File: src/rtl/core/tccs_pkg.sv
// package for the text console scrollback block
// holds geometry defaults, character codes, fsm state type and command/status structs
package tccs_pkg;

  localparam int unsigned LineWidthDefault   = 80;
  localparam int unsigned ScreenLinesDefault = 25;
  localparam int unsigned BufferLinesDefault = 64;

  localparam int unsigned AddrW = 13;
  localparam int unsigned LineW = 8;   // enough for up to 256 lines/columns

  localparam logic [7:0] ChNewline   = 8'd10;
  localparam logic [7:0] ChBackspace = 8'd8;
  localparam logic [7:0] ChBlank     = 8'd32;
  localparam logic [7:0] AttrReset   = 8'd7;

  localparam logic [1:0] OpPut  = 2'd0;
  localparam logic [1:0] OpUp   = 2'd1;
  localparam logic [1:0] OpDown = 2'd2;
  localparam logic [1:0] OpRead = 2'd3;

  typedef enum logic [3:0] {
    StClear,
    StIdle,
    StPut,
    StWrapChk,
    StCopy,
    StCopyWr,
    StWrapBlank,
    StViewChk,
    StBlank,
    StRead,
    StReadWait,
    StOut
  } tccs_state_e;

  // commands from controller to datapath
  typedef struct packed {
    logic clear_step;   // write zero at sweep counter, advance
    logic load_in;      // capture input item
    logic do_put;       // apply put character to cursor and store
    logic do_scroll;    // apply scroll_view (dir from op / forced up)
    logic force_up;     // scroll up regardless of op
    logic wrap_init;    // start overflow handling
    logic copy_rd;      // read copy source
    logic copy_wr;      // write copy destination, advance
    logic blank_init;   // start line blank at cursor
    logic blank_step;   // write blank, advance
    logic view_step;    // count one view iteration
    logic view_init;    // reset view iteration counter
    logic read_rd;      // read addressed cell
    logic read_cap;     // capture read data
    logic out_load;     // load output register
  } tccs_cmd_t;

  // status from datapath to controller
  typedef struct packed {
    logic clear_done;
    logic is_put;
    logic is_read;
    logic overflow;
    logic copy_last;
    logic blank_last;
    logic in_view;
    logic view_limit;
    logic out_full;
  } tccs_sts_t;

endpackage

File: src/rtl/core/tccs_ctrl.sv
// controller state machine for the text console scrollback block
// depends on tccs_pkg for state type and command/status structs
module tccs_ctrl
  import tccs_pkg::*;
(
  input  logic      clk_i,
  input  logic      rst_ni,
  input  logic      in_valid_i,
  output logic      in_ready_o,
  input  tccs_sts_t sts_i,
  output tccs_cmd_t cmd_o
);

  tccs_state_e state_q, state_d;

  // state register
  always_ff @(posedge clk_i or negedge rst_ni) begin
    if (!rst_ni) begin
      state_q <= StClear;
    end else begin
      state_q <= state_d;
    end
  end

  // next state and commands
  always_comb begin
    state_d    = state_q;
    cmd_o      = '0;
    in_ready_o = 1'b0;
    unique case (state_q)
      StClear: begin
        cmd_o.clear_step = 1'b1;
        if (sts_i.clear_done) state_d = StIdle;
      end
      StIdle: begin
        in_ready_o = !sts_i.out_full;
        if (in_valid_i && !sts_i.out_full) begin
          cmd_o.load_in = 1'b1;
          state_d = StPut;
        end
      end
      StPut: begin
        if (sts_i.is_put) begin
          cmd_o.do_put = 1'b1;
          state_d = StWrapChk;
        end else if (sts_i.is_read) begin
          cmd_o.read_rd = 1'b1;
          state_d = StReadWait;
        end else begin
          cmd_o.do_scroll = 1'b1;
          state_d = StOut;
        end
      end
      StWrapChk: begin
        cmd_o.view_init = 1'b1;
        if (sts_i.overflow) begin
          cmd_o.wrap_init = 1'b1;
          state_d = StCopy;
        end else begin
          state_d = StViewChk;
        end
      end
      StCopy: begin
        cmd_o.copy_rd = 1'b1;
        state_d = StCopyWr;
      end
      StCopyWr: begin
        cmd_o.copy_wr = 1'b1;
        if (sts_i.copy_last) begin
          cmd_o.blank_init = 1'b1;
          state_d = StWrapBlank;
        end else begin
          state_d = StCopy;
        end
      end
      StWrapBlank: begin
        cmd_o.blank_step = 1'b1;
        if (sts_i.blank_last) state_d = StViewChk;
      end
      StViewChk: begin
        if (sts_i.in_view || sts_i.view_limit) begin
          state_d = StOut;
        end else begin
          cmd_o.do_scroll  = 1'b1;
          cmd_o.force_up   = 1'b1;
          cmd_o.view_step  = 1'b1;
          cmd_o.blank_init = 1'b1;
          state_d = StBlank;
        end
      end
      StBlank: begin
        cmd_o.blank_step = 1'b1;
        if (sts_i.blank_last) state_d = StViewChk;
      end
      StReadWait: begin
        cmd_o.read_cap = 1'b1;
        state_d = StOut;
      end
      StRead: begin
        state_d = StOut;
      end
      StOut: begin
        cmd_o.out_load = 1'b1;
        state_d = StIdle;
      end
      default: state_d = StIdle;
    endcase
  end

endmodule

File: config.mk
export PLATFORM = sky130hd
export DESIGN_NAME = tccs_ctrl
export DESIGN_NICKNAME = d
export VERILOG_FILES = /design/src/rtl/core/tccs_pkg.sv /design/src/rtl/core/tccs_ctrl.sv
export SDC_FILE = /design/constraint.sdc
export NUM_CORES = 1
export LEC_CHECK = 0
export ABC_AREA = 1
export BUFFER_PORTS_ARGS = -buffer_cell sky130_fd_sc_hd__buf_2
export CORE_AREA = 2 2 39 41
export CTS_CLUSTER_DIAMETER = 40
export DETAILED_ROUTE_END_ITERATION = 16
export DIE_AREA = 0 0 41 43
export PLACE_DENSITY_LB_ADDON = 0.05
export SYNTH_ARGS = -nofsm -noshare
export SYNTH_HDL_FRONTEND = slang
export SYNTH_SLANG_ARGS = --single-unit
File: constraint.sdc
create_clock -name clk_i -period 1.18 [get_ports clk_i]
set_input_delay 0.118 -clock clk_i [delete_from_list [all_inputs] [get_ports clk_i]]
set_output_delay 0.118 -clock clk_i [all_outputs]
set_load 0.02 [all_outputs]
**After elaboration in Yosys (flattened, before gate mapping)**

Cells that the tools add are included.

- Word-level logic and storage cells: 57
- Input bits: 12
- Bits in registers: 4
- Output and inout bits: 16

- Reduce and logical (&&, ||, !) cells: 7
- Eq/ne operators: 14
- Mux-type cells: 35

Operators with widths:

| cell | count |
|---|---|
| case mux 4 bit (9 select lines) | 1 |
| two-way mux 1 bit | 24 |
| == test 4 x 3 -> 1 bit, second input constant | 4 |
| == test 4 bit, second input constant | 4 |
| two-way mux 4 bit | 4 |
| == test 4 x 2 -> 1 bit, second input constant | 2 |
| two-way mux 2 bit | 4 |
| == test 4 x 1 -> 1 bit, second input constant | 1 |
| zero test 4 bit | 1 |
| != test 2 bit, second input constant | 2 |
| case mux 1 bit (2 select lines) | 2 |
| OR reduction 2 bit | 2 |
| AND reduction 3 bit | 1 |
| != test 2 x 1 -> 1 bit, second input constant | 1 |
| logical AND 1 bit | 1 |
| zero test 1 bit | 1 |
| logical OR 1 bit | 1 |

**Depth between registers and ports, before layout**

Gate-level depths: netlist of run 1.

- Word-level depth: 4
- Gate-level depth with buffers: 10
- Mapped depth without buffers: 10

**Worst setup path before layout of run 1**

Ideal clock, no wire load.

- Path kind: reg-to-output
- Start: register state_q[3]
- End: output cmd_o[11] in the netlist's numbering
- Path buffers: 0
- Arrival: 1417 ps
- Required time: 1062 ps
- Path slack: -355 ps
- Cell stages (with the launch flop): 8
- Path through: dfrtp_1 inv_2 nand2_2 nor2_1 inv_1 nor2_1 inv_1 o21ai_1

RTL lines:

| item | line | source |
|---|---|---|
| start, declared | tccs_ctrl.sv:14 | `tccs_state_e state_q, state_d;` |
| start signal, assigned | tccs_ctrl.sv:19 | `state_q <= StClear;` |
| start signal, assigned | tccs_ctrl.sv:21 | `state_q <= state_d;` |
| end, declared | tccs_ctrl.sv:11 | `output tccs_cmd_t cmd_o` |

==> metrics.cfg, run 1 <==
[status]
status=finished, violations left
violations=setup timing

[global_routing]
antenna_found_initial=0
grt-ovfl-total=0
grt_pass1_wl_mm=2.52
grt_use_total_pct=20.9
grt_max_degree=6
grt_pass1_vias=631

[floorplan]
coreArea_um2=1380
die_y_um=43
placementRows=14
initial_utilization_pct=34.5
die_x_um=41
ios=28
die_area_um2=1760

[sta]
fin_ws_ns=-0.366
fmax_ghz=0.647
setup_violations=20
period_minus_slack_ns=1.55
timing.final.max_slew_violations=0
rsz0062_at_grt=true
min_period_over_period_pct=131
worst_pin_slew_ns=0.223
fin_setup_tns_ns=-4.61
clock_skew_ns=0.00418
final-hold-violation-count=0
maxSlewHeadroom_pct=85.2

[route]
drt-initial-drc-count=30
wirelength_mm=1.95
drtPass1Iterations=5
vias_per_cell=4.86
antenna_left=0
via_count=772
wl_per_cell_um=12.3
drc=0

[setup_path]
worstPathArrival_ns=1.43
cp_max_fo=4
cpMostUsedCell=inv_2
r2r_end=state_q[0]
reg2reg_slack_ns=-0.26
rr_worst_depth=10
endpoint=cmd_o[11]
cp-startpoint=state_q[2]
path_buf_inv=4
slowest_delay_ns=0.44
end_kind=primary output
crit_cells=8
worstPathCellList=inv_2 -> nand2_4 -> nor2_4 -> inv_2 -> nor2_2 -> inv_1 -> o21ai_2 -> buf_6
worst_ep_required_time_ns=1.06
path_delay_family=flip-flops
crit_type=flop to primary output
r2r-start=state_q[2]
slowest_stage=dfrtp_2
crit_path_start_kind=flop

[pwr]
p_leak_nw=0.600
p_switching_mw=1.49
finalPower_mw=2.94
vdd_ir_drop_max_mv=1.76
switching_share_pct=50.8
pwr-share-seq_pct=10.3
p_int_mw=1.45
p_comb_share_pct=84.1
powerDensity_nw_per_um2=2670
clkPwrFrac_pct=5.6

[synth]
yosys_register_bits=4
avgSynthCellArea_um2=5.31
synth_top_area_share_pct=22.8
yosysTopAreaCell=nand2_1
syn_inst=90
yosysSeqAreaShare_pct=20.9
syn_area_um2=478
yosys.cell_types.count=16
synth_area_leaders=nand2_1 (23%), dfrtp_1 (21%), nor2_1 (15%)
syn_nets=102
yosysWarnings=0

[clock_tree]
cts_max_path_buffers=2
cts_sinks=4
insertion_delay_ns=0.23
numCtsBuffers=3
cts_tree=built
htree_levels=1
path_clk_slew_ns=0.04
clockRootBuffer=clkbuf_4

[layout]
antenna_cells=0
syn_to_final_growth_pct=130
largest_register_ffs=4
top_register=state_q
drive_gt1_share_pct=69.2
fillers=92
reg_top3=state_q: 4 flops
nets=157

[job]
maxCapViolCount=0

[place]
dp_hpwl_mm=1.12
gp_congestion=0.840
port_buffers=27

[hold_path]
hp-class=primary input to flop

-- routing by layer --
layer  part of all wire (%)  vias to the layer above  wire [um]  track usage (%)
met3                    5.2                        7        102             6.28
met2                     56                       32       1080             33.4
met5                      0                        -          0                0
li1                       -                      375          -                -
met1                     37                      358        718             25.8
met4                    2.2                        0         42             6.00
-- through the flow --
step	instances	setup slack (ns)	instance area (um2)	utilization (%)	hold slack, ns
final	159	-0.366	1100	79.4	0.196
after global routing	159	-0.438	1100	79.4	0.210
after CTS	152	-0.312	948	68.5	0.198
after detailed placement	144	-0.147	742	53.6	-0.0743
after global placement	144	-0.117	742	53.6	-0.0765
after floorplan	90	-0.0487	504	-	-0.178
-- cells by family after synthesis --
family / share of synthesized area (%)
buffers and inverters: 15.7
and+or+nand+nor: 55.8
AOI/OAI and AO/OA: 7.59
DFF: 20.9
-- area by class of cell --
type | instances | area [um2] | share of cell area (%)
clock buffers | 3 | 22.5 | 2.05
inverters | 18 | 72.6 | 6.61
multi-input cells | 67 | 473 | 43.1
flip-flops and latches | 4 | 103 | 9.34
well taps | 16 | 20.0 | 1.82
repair buffers | 51 | 408 | 37.1
-- cells in the final DEF (no fill, tap or decap), types with 5 or more instances in the layout --
master,n
nor2_4,15
buf_2,12
inv_1,8
buf_6,14
buf_4,24
nand2_4,5
nand2_1,22
inv_2,9
nor2_1,5
-- worst min-delay path, stage by stage --
cell	delay [ns]
buf_2	0.11
o21ai_1	0.08
nand2_1	0.08
-- repair_timing --
action	CTS	global route
setup buffers	5	7
gates resized for setup	45	27
pin swaps	7	6
setup endpoints to repair	20	20
gates cloned	0	0
endpoints found under the hold margin	4	0
hold buffers	1	0
-- Yosys cell counts --
library cell,n
or2_2,1
nand3_1,3
o21ai_2,1
o21ai_1,3
nor2_4,2
inv_1,12
nand2_1,29
nor3_1,1
a21oi_1,1
dfrtp_1,4
nor2_2,3
buf_4,1
inv_2,6
nand2_2,3
nor2_1,19
o21bai_1,1
-- power by group through the flow --
stage	Clock (mW)	Sequential [mW]	Combinational [mW]
5_1_grt	0.190	0.307	2.66
2_1_floorplan	0	0.264	0.980
3_5_place_dp	0	0.273	1.53
4_1_cts	0.172	0.277	2.00
3_3_place_gp	0	0.270	1.52
6_report	0.166	0.303	2.47
-- worst min path at each step --
stage	depth (start not counted)	endpoint	slack, ns	from
after global routing	3	state_q[0]	0.21	sts_i[0]
after floorplan	0	state_q[0]	-0.18	rst_ni
after CTS	3	state_q[0]	0.20	sts_i[0]
after global placement	1	state_q[3]	-0.08	rst_ni
final	3	state_q[0]	0.20	sts_i[0]
after detailed placement	1	state_q[3]	-0.07	rst_ni
Note: power is estimated with default switching activity, not from simulation.
==> run 2, diff against run 1 <==
- SETUP_SLACK_MARGIN: not set -> 0.1
- clock period: 1.18 -> 2 ns (I/O delays scaled with it)
==> run 2 against run 1 <==
Compared with the run above: the run now ends clean; hold slack improved by 0.051 ns; register-to-register slack improved by 0.94 ns; setup slack gained 0.67 ns; critical path depth did not move; clock power decreased by 36%; routed wire length fell by 36%; flip-flop and latch count unchanged; via count shrank 22%; cell area shrank 40%; highest routed layer unchanged.
==> metrics.cfg, run 2 (synthesis results as in run 1) <==
[floorplan]
die_x_um=41
initial_utilization_pct=34.5
die_y_um=43
ios=28
die_area_um2=1760
placementRows=14
coreArea_um2=1380

[layout]
final_cell_area_um2=658
reg_top3=state_q: 4 flops
largest_register_ffs=4
nets=134
antenna_cells=0
mostFrequentLayoutCells=nand2_1 (29), buf_2 (27), nor2_1 (19), inv_1 (12), inv_2 (6)
syn_to_final_growth_pct=37.7
top_register=state_q
drive_gt1_share_pct=38.3
final_common_cell=nand2_1

[pwr]
p_leak_nw=0.445
powerDensity_nw_per_um2=1500
finalPower_mw=0.988
vdd_ir_drop_max_mv=0.675

[setup_path]
slowest_delay_ns=0.41
worstPathCellList=inv_2 -> nand2_2 -> nor2_1 -> inv_1 -> nor2_1 -> inv_1 -> o21ai_1 -> buf_2
worstPathArrival_ns=1.50
worst_ep_required_time_ns=1.80
cp_max_fo=4
crit_path_start_kind=flop
slowest_stage=dfrtp_1
end_kind=primary output
crit_type=flop to primary output

[clock_tree]
cts_max_path_buffers=2
clockRootBuffer=clkbuf_4
path_clk_slew_ns=0.04
insertion_delay_ns=0.25
post-cts-setup-buffers=0
post_cts_resize_count=0
cts_sinks=4
htree_levels=1
cts_tree=built
numCtsBuffers=3

[route]
vias_per_cell=4.41
via_count=600
wl_per_cell_um=9.11
drtPass1Iterations=4
antenna_left=0
wirelength_mm=1.24
drt-initial-drc-count=4
drc=0

[sta]
maxSlewHeadroom_pct=86.5
fin_setup_tns_ns=0
timing.final.max_slew_violations=0
final-hold-violation-count=0
fmax_ghz=0.589
setup_violations=0
min_period_over_period_pct=84.9
rsz0062_at_grt=false
worst_pin_slew_ns=0.202
period_minus_slack_ns=1.70
clock_skew_ns=0.00690

[global_routing]
grt_use_total_pct=17.7
grt-ovfl-total=0
grt_pass1_wl_mm=1.97
grt_pass1_vias=497
grt_max_degree=6
antenna_found_initial=0

[hold_path]
hp-class=primary input to flop

[place]
gp_congestion=0.788
dp_hpwl_mm=1.04
placed_area_um2=626
port_buffers=27

[status]
status=finished clean

[job]
maxCapViolCount=0

[run 2: changes by cell type in the layout (fill, tap and decap cells not counted), sizes merged]
cell / change
buf: -23
[run 2: worst max-delay path, delay by kind of cell, from the launching register on]
kind                   cells  cell delay (ns)
and+or+nand+nor            3             0.38
DFF                        1             0.41
AOI/OAI and AO/OA          1             0.07
buffers and inverters      4             0.40
[run 2: what timing repair did]
| item | CTS | global route |
|---|---|---|
| hold endpoints to repair | 4 | 0 |
| setup endpoints to repair | 0 | 0 |
| hold buffers | 1 | 0 |
[run 2: cell type report]
type,instances,area (um2)
tap,16,20.0
multi-input combinational,67,303
timing repair buffer,28,145
clock buffer,3,22.5
inverter,18,67.6
fill,163,726
sequential,4,100
[run 2: worst paths after layout]
check / endpoint / startpoint / depth (start not counted) / slack [ns]
worst max-delay path: cmd_o[11] / state_q[3] / 8 / 0.30
worst min-delay path: state_q[0] / sts_i[0] / 3 / 0.25
worst max register to register: state_q[0] / state_q[3] / 10 / 0.68
worst min register to register: state_q[2] / state_q[2] / 2 / 0.59
max in group asynchronous: state_q[2] / rst_ni / 2 / 1.60
min in group asynchronous: state_q[3] / rst_ni / 2 / 0.28
[run 2: per-stage QoR]
stage / utilization [%] / setup slack (ns) / std cells / hold slack (ns)
after floorplan: - / 0.383 / 90 / -0.0956
after global placement: 45.2 / 0.547 / 132 / 0.00680
after detailed placement: 45.2 / 0.539 / 132 / 0.00702
after CTS: 47.6 / 0.275 / 136 / 0.251
after global routing: 47.6 / 0.143 / 136 / 0.263
final: 47.6 / 0.301 / 136 / 0.248
[run 2: layer usage]
layer	global-route usage (%)	routed length [um]
met2	24.7	591
met3	6.28	65
met5	0	0
met4	14.0	46
met1	20.8	536
[run 2: where the power goes]
group | internal, mW | leakage [nW] | switching, mW
Clock | 0.0674 | 0.0138 | 0.0383
Sequential | 0.123 | 0.0495 | 0.0365
Combinational | 0.237 | 0.381 | 0.485
Total | 0.428 | 0.445 | 0.560
==> run 3, diff against run 2 <==
- clock period: 2 -> 1.4 ns (I/O delays scaled with it)
==> run 3 against run 2 <==
Compared with the run above: clock-buffer cell count unchanged; first-iteration DRC count rose to 3.8 times the previous value; final cell count grew 7.4%; critical endpoint unchanged; utilization is 22 points higher; flip-flop and latch count did not move; the run now ends with setup timing left; global-route usage increased by 1.6 points; hold slack got worse by 0.024 ns; clock power is 32% higher.
==> metrics.cfg, run 3 (synthesis results as in run 1) <==
[status]
status=finished, violations left
violations=setup timing

[sta]
setup_violations=8
clock_skew_ns=0.00390
final-hold-violation-count=0
period_minus_slack_ns=1.52
fin_ws_ns=-0.120
timing.final.max_slew_violations=0
maxSlewHeadroom_pct=85.1
min_period_over_period_pct=109
whs_ns=0.223
rsz0062_at_grt=true
fmax_ghz=0.658
worst_pin_slew_ns=0.223

[clock_tree]
cts_tree=built
clockRootBuffer=clkbuf_4
insertion_delay_ns=0.23
numCtsBuffers=3
cts_max_path_buffers=2
cts_sinks=4
htree_levels=1
path_clk_slew_ns=0.04

[global_routing]
grt-ovfl-total=0
antenna_found_initial=0
grt_max_degree=5
grt_use_total_pct=19.3
grt_pass1_vias=609
grt_pass1_wl_mm=2.38

[layout]
nets=144
syn_to_final_growth_pct=103
fillers=122
reg_top3=state_q: 4 flops
seqCellArea_um2=101
drive_gt1_share_pct=64.6
largest_register_ffs=4
final_core_util_pct=70.0
multi_input_area_um2=449
antenna_cells=0
mostFrequentLayoutCells=nand2_1 (23), nor2_4 (14), buf_6 (14), buf_2 (13), buf_4 (10)
final_common_cell=nand2_1
finalNonFillerCells=146
top_register=state_q

[setup_path]
cp-startpoint=state_q[3]
worstPathArrival_ns=1.38
endpoint=cmd_o[11]
rr_worst_depth=10
end_kind=primary output
r2r_end=state_q[2]
crit_path_start_kind=flop
cp_max_fo=3
r2r-start=state_q[0]
reg2reg_slack_ns=0.02
worst_ep_required_time_ns=1.26
crit_type=flop to primary output

[route]
antenna_left=0
wirelength_mm=1.53
wl_per_cell_um=10.5
drt-initial-drc-count=15
via_count=680
vias_per_cell=4.66
drtPass1Iterations=4
drc=0

[place]
dp.cells=135
dp_hpwl_mm=1.06
place_ws_ns=0.00626
port_buffers=27
gp_congestion=0.763

[floorplan]
die_x_um=41
initial_utilization_pct=34.5
coreArea_um2=1380
placementRows=14
die_area_um2=1760
die_y_um=43
ios=28

[pwr]
pwr-share-seq_pct=11.4
finalPower_mw=2.10
powerDensity_nw_per_um2=2170
p_int_mw=0.994
clkPwrFrac_pct=6.7
p_comb_share_pct=81.9
vdd_ir_drop_max_mv=1.32
switching_share_pct=52.7
p_switching_mw=1.11
p_leak_nw=0.529

[job]
maxCapViolCount=0

[hold_path]
hp-start=sts_i[0]
hp-class=primary input to flop

## run 3: cell count changes in the layout (fill, tap and decap cells not counted), moves of 4 or more
| cell | change |
|---|---|
| nand2_4 | +4 |
| nor2_4 | +12 |
| nor2_1 | -15 |
| buf_6 | +14 |
| buf_4 | +10 |
| nand2_1 | -6 |
| buf_2 | -14 |
## run 3: layout make-up
cell class              count  area share [%]
multi-input cells          67            46.4
repair buffers             38            31.8
well taps                  16            2.07
inverters                  18            6.98
clock buffers               3            2.33
flip-flops and latches      4            10.5
## run 3: metrics by stage
step / TNS (ns) / cell area (um2)
2_1_floorplan: 0 / 502
3_3_place_gp: -0.0000409 / 672
3_5_place_dp: 0 / 672
4_1_cts: -0.249 / 853
5_1_grt: -1.44 / 968
6_report: -0.373 / 968
## run 3: worst min path at each step
stage | endpoint | slack [ns] | depth (start not counted)
2_1_floorplan | state_q[0] | -0.16 | 0
3_3_place_gp | state_q[3] | -0.05 | 1
3_5_place_dp | state_q[0] | -0.05 | 1
4_1_cts | state_q[0] | 0.22 | 3
5_1_grt | state_q[3] | 0.24 | 2
6_report | state_q[0] | 0.22 | 3
## run 3: repair_timing
item                       in CTS  in global routing
hold endpoints to repair        4                  0
buffers inserted                6                  2
hold buffers                    1                  0
pin swaps                       6                 14
setup endpoints to repair      12                 20
gates resized for setup        34                 31
## run 3: layer usage
metal | global-route usage [%] | up-vias | share of wire, %
met4 | 2.00 | 0 | 0
li1 | - | 351 | -
met2 | 30.6 | 22 | 54
met1 | 25.6 | 307 | 42
met5 | 0 | - | 0
met3 | 6.28 | 0 | 4.7
## run 3: worst max-delay path, cell delays in order (launching register included)
cell	delay (ns)
dfrtp_1	0.38
inv_2	0.11
nand2_2	0.11
nor2_4	0.11
inv_1	0.07
nor2_4	0.09
inv_1	0.07
o21ai_2	0.07
buf_6	0.13
## run 3: power groups by stage
stage	Combinational, mW	Sequential (mW)	Clock [mW]
4_1_cts	1.42	0.228	0.146
3_5_place_dp	1.11	0.231	0
6_report	1.72	0.240	0.140
5_1_grt	1.88	0.249	0.160
2_1_floorplan	0.820	0.223	0
3_3_place_gp	1.12	0.228	0
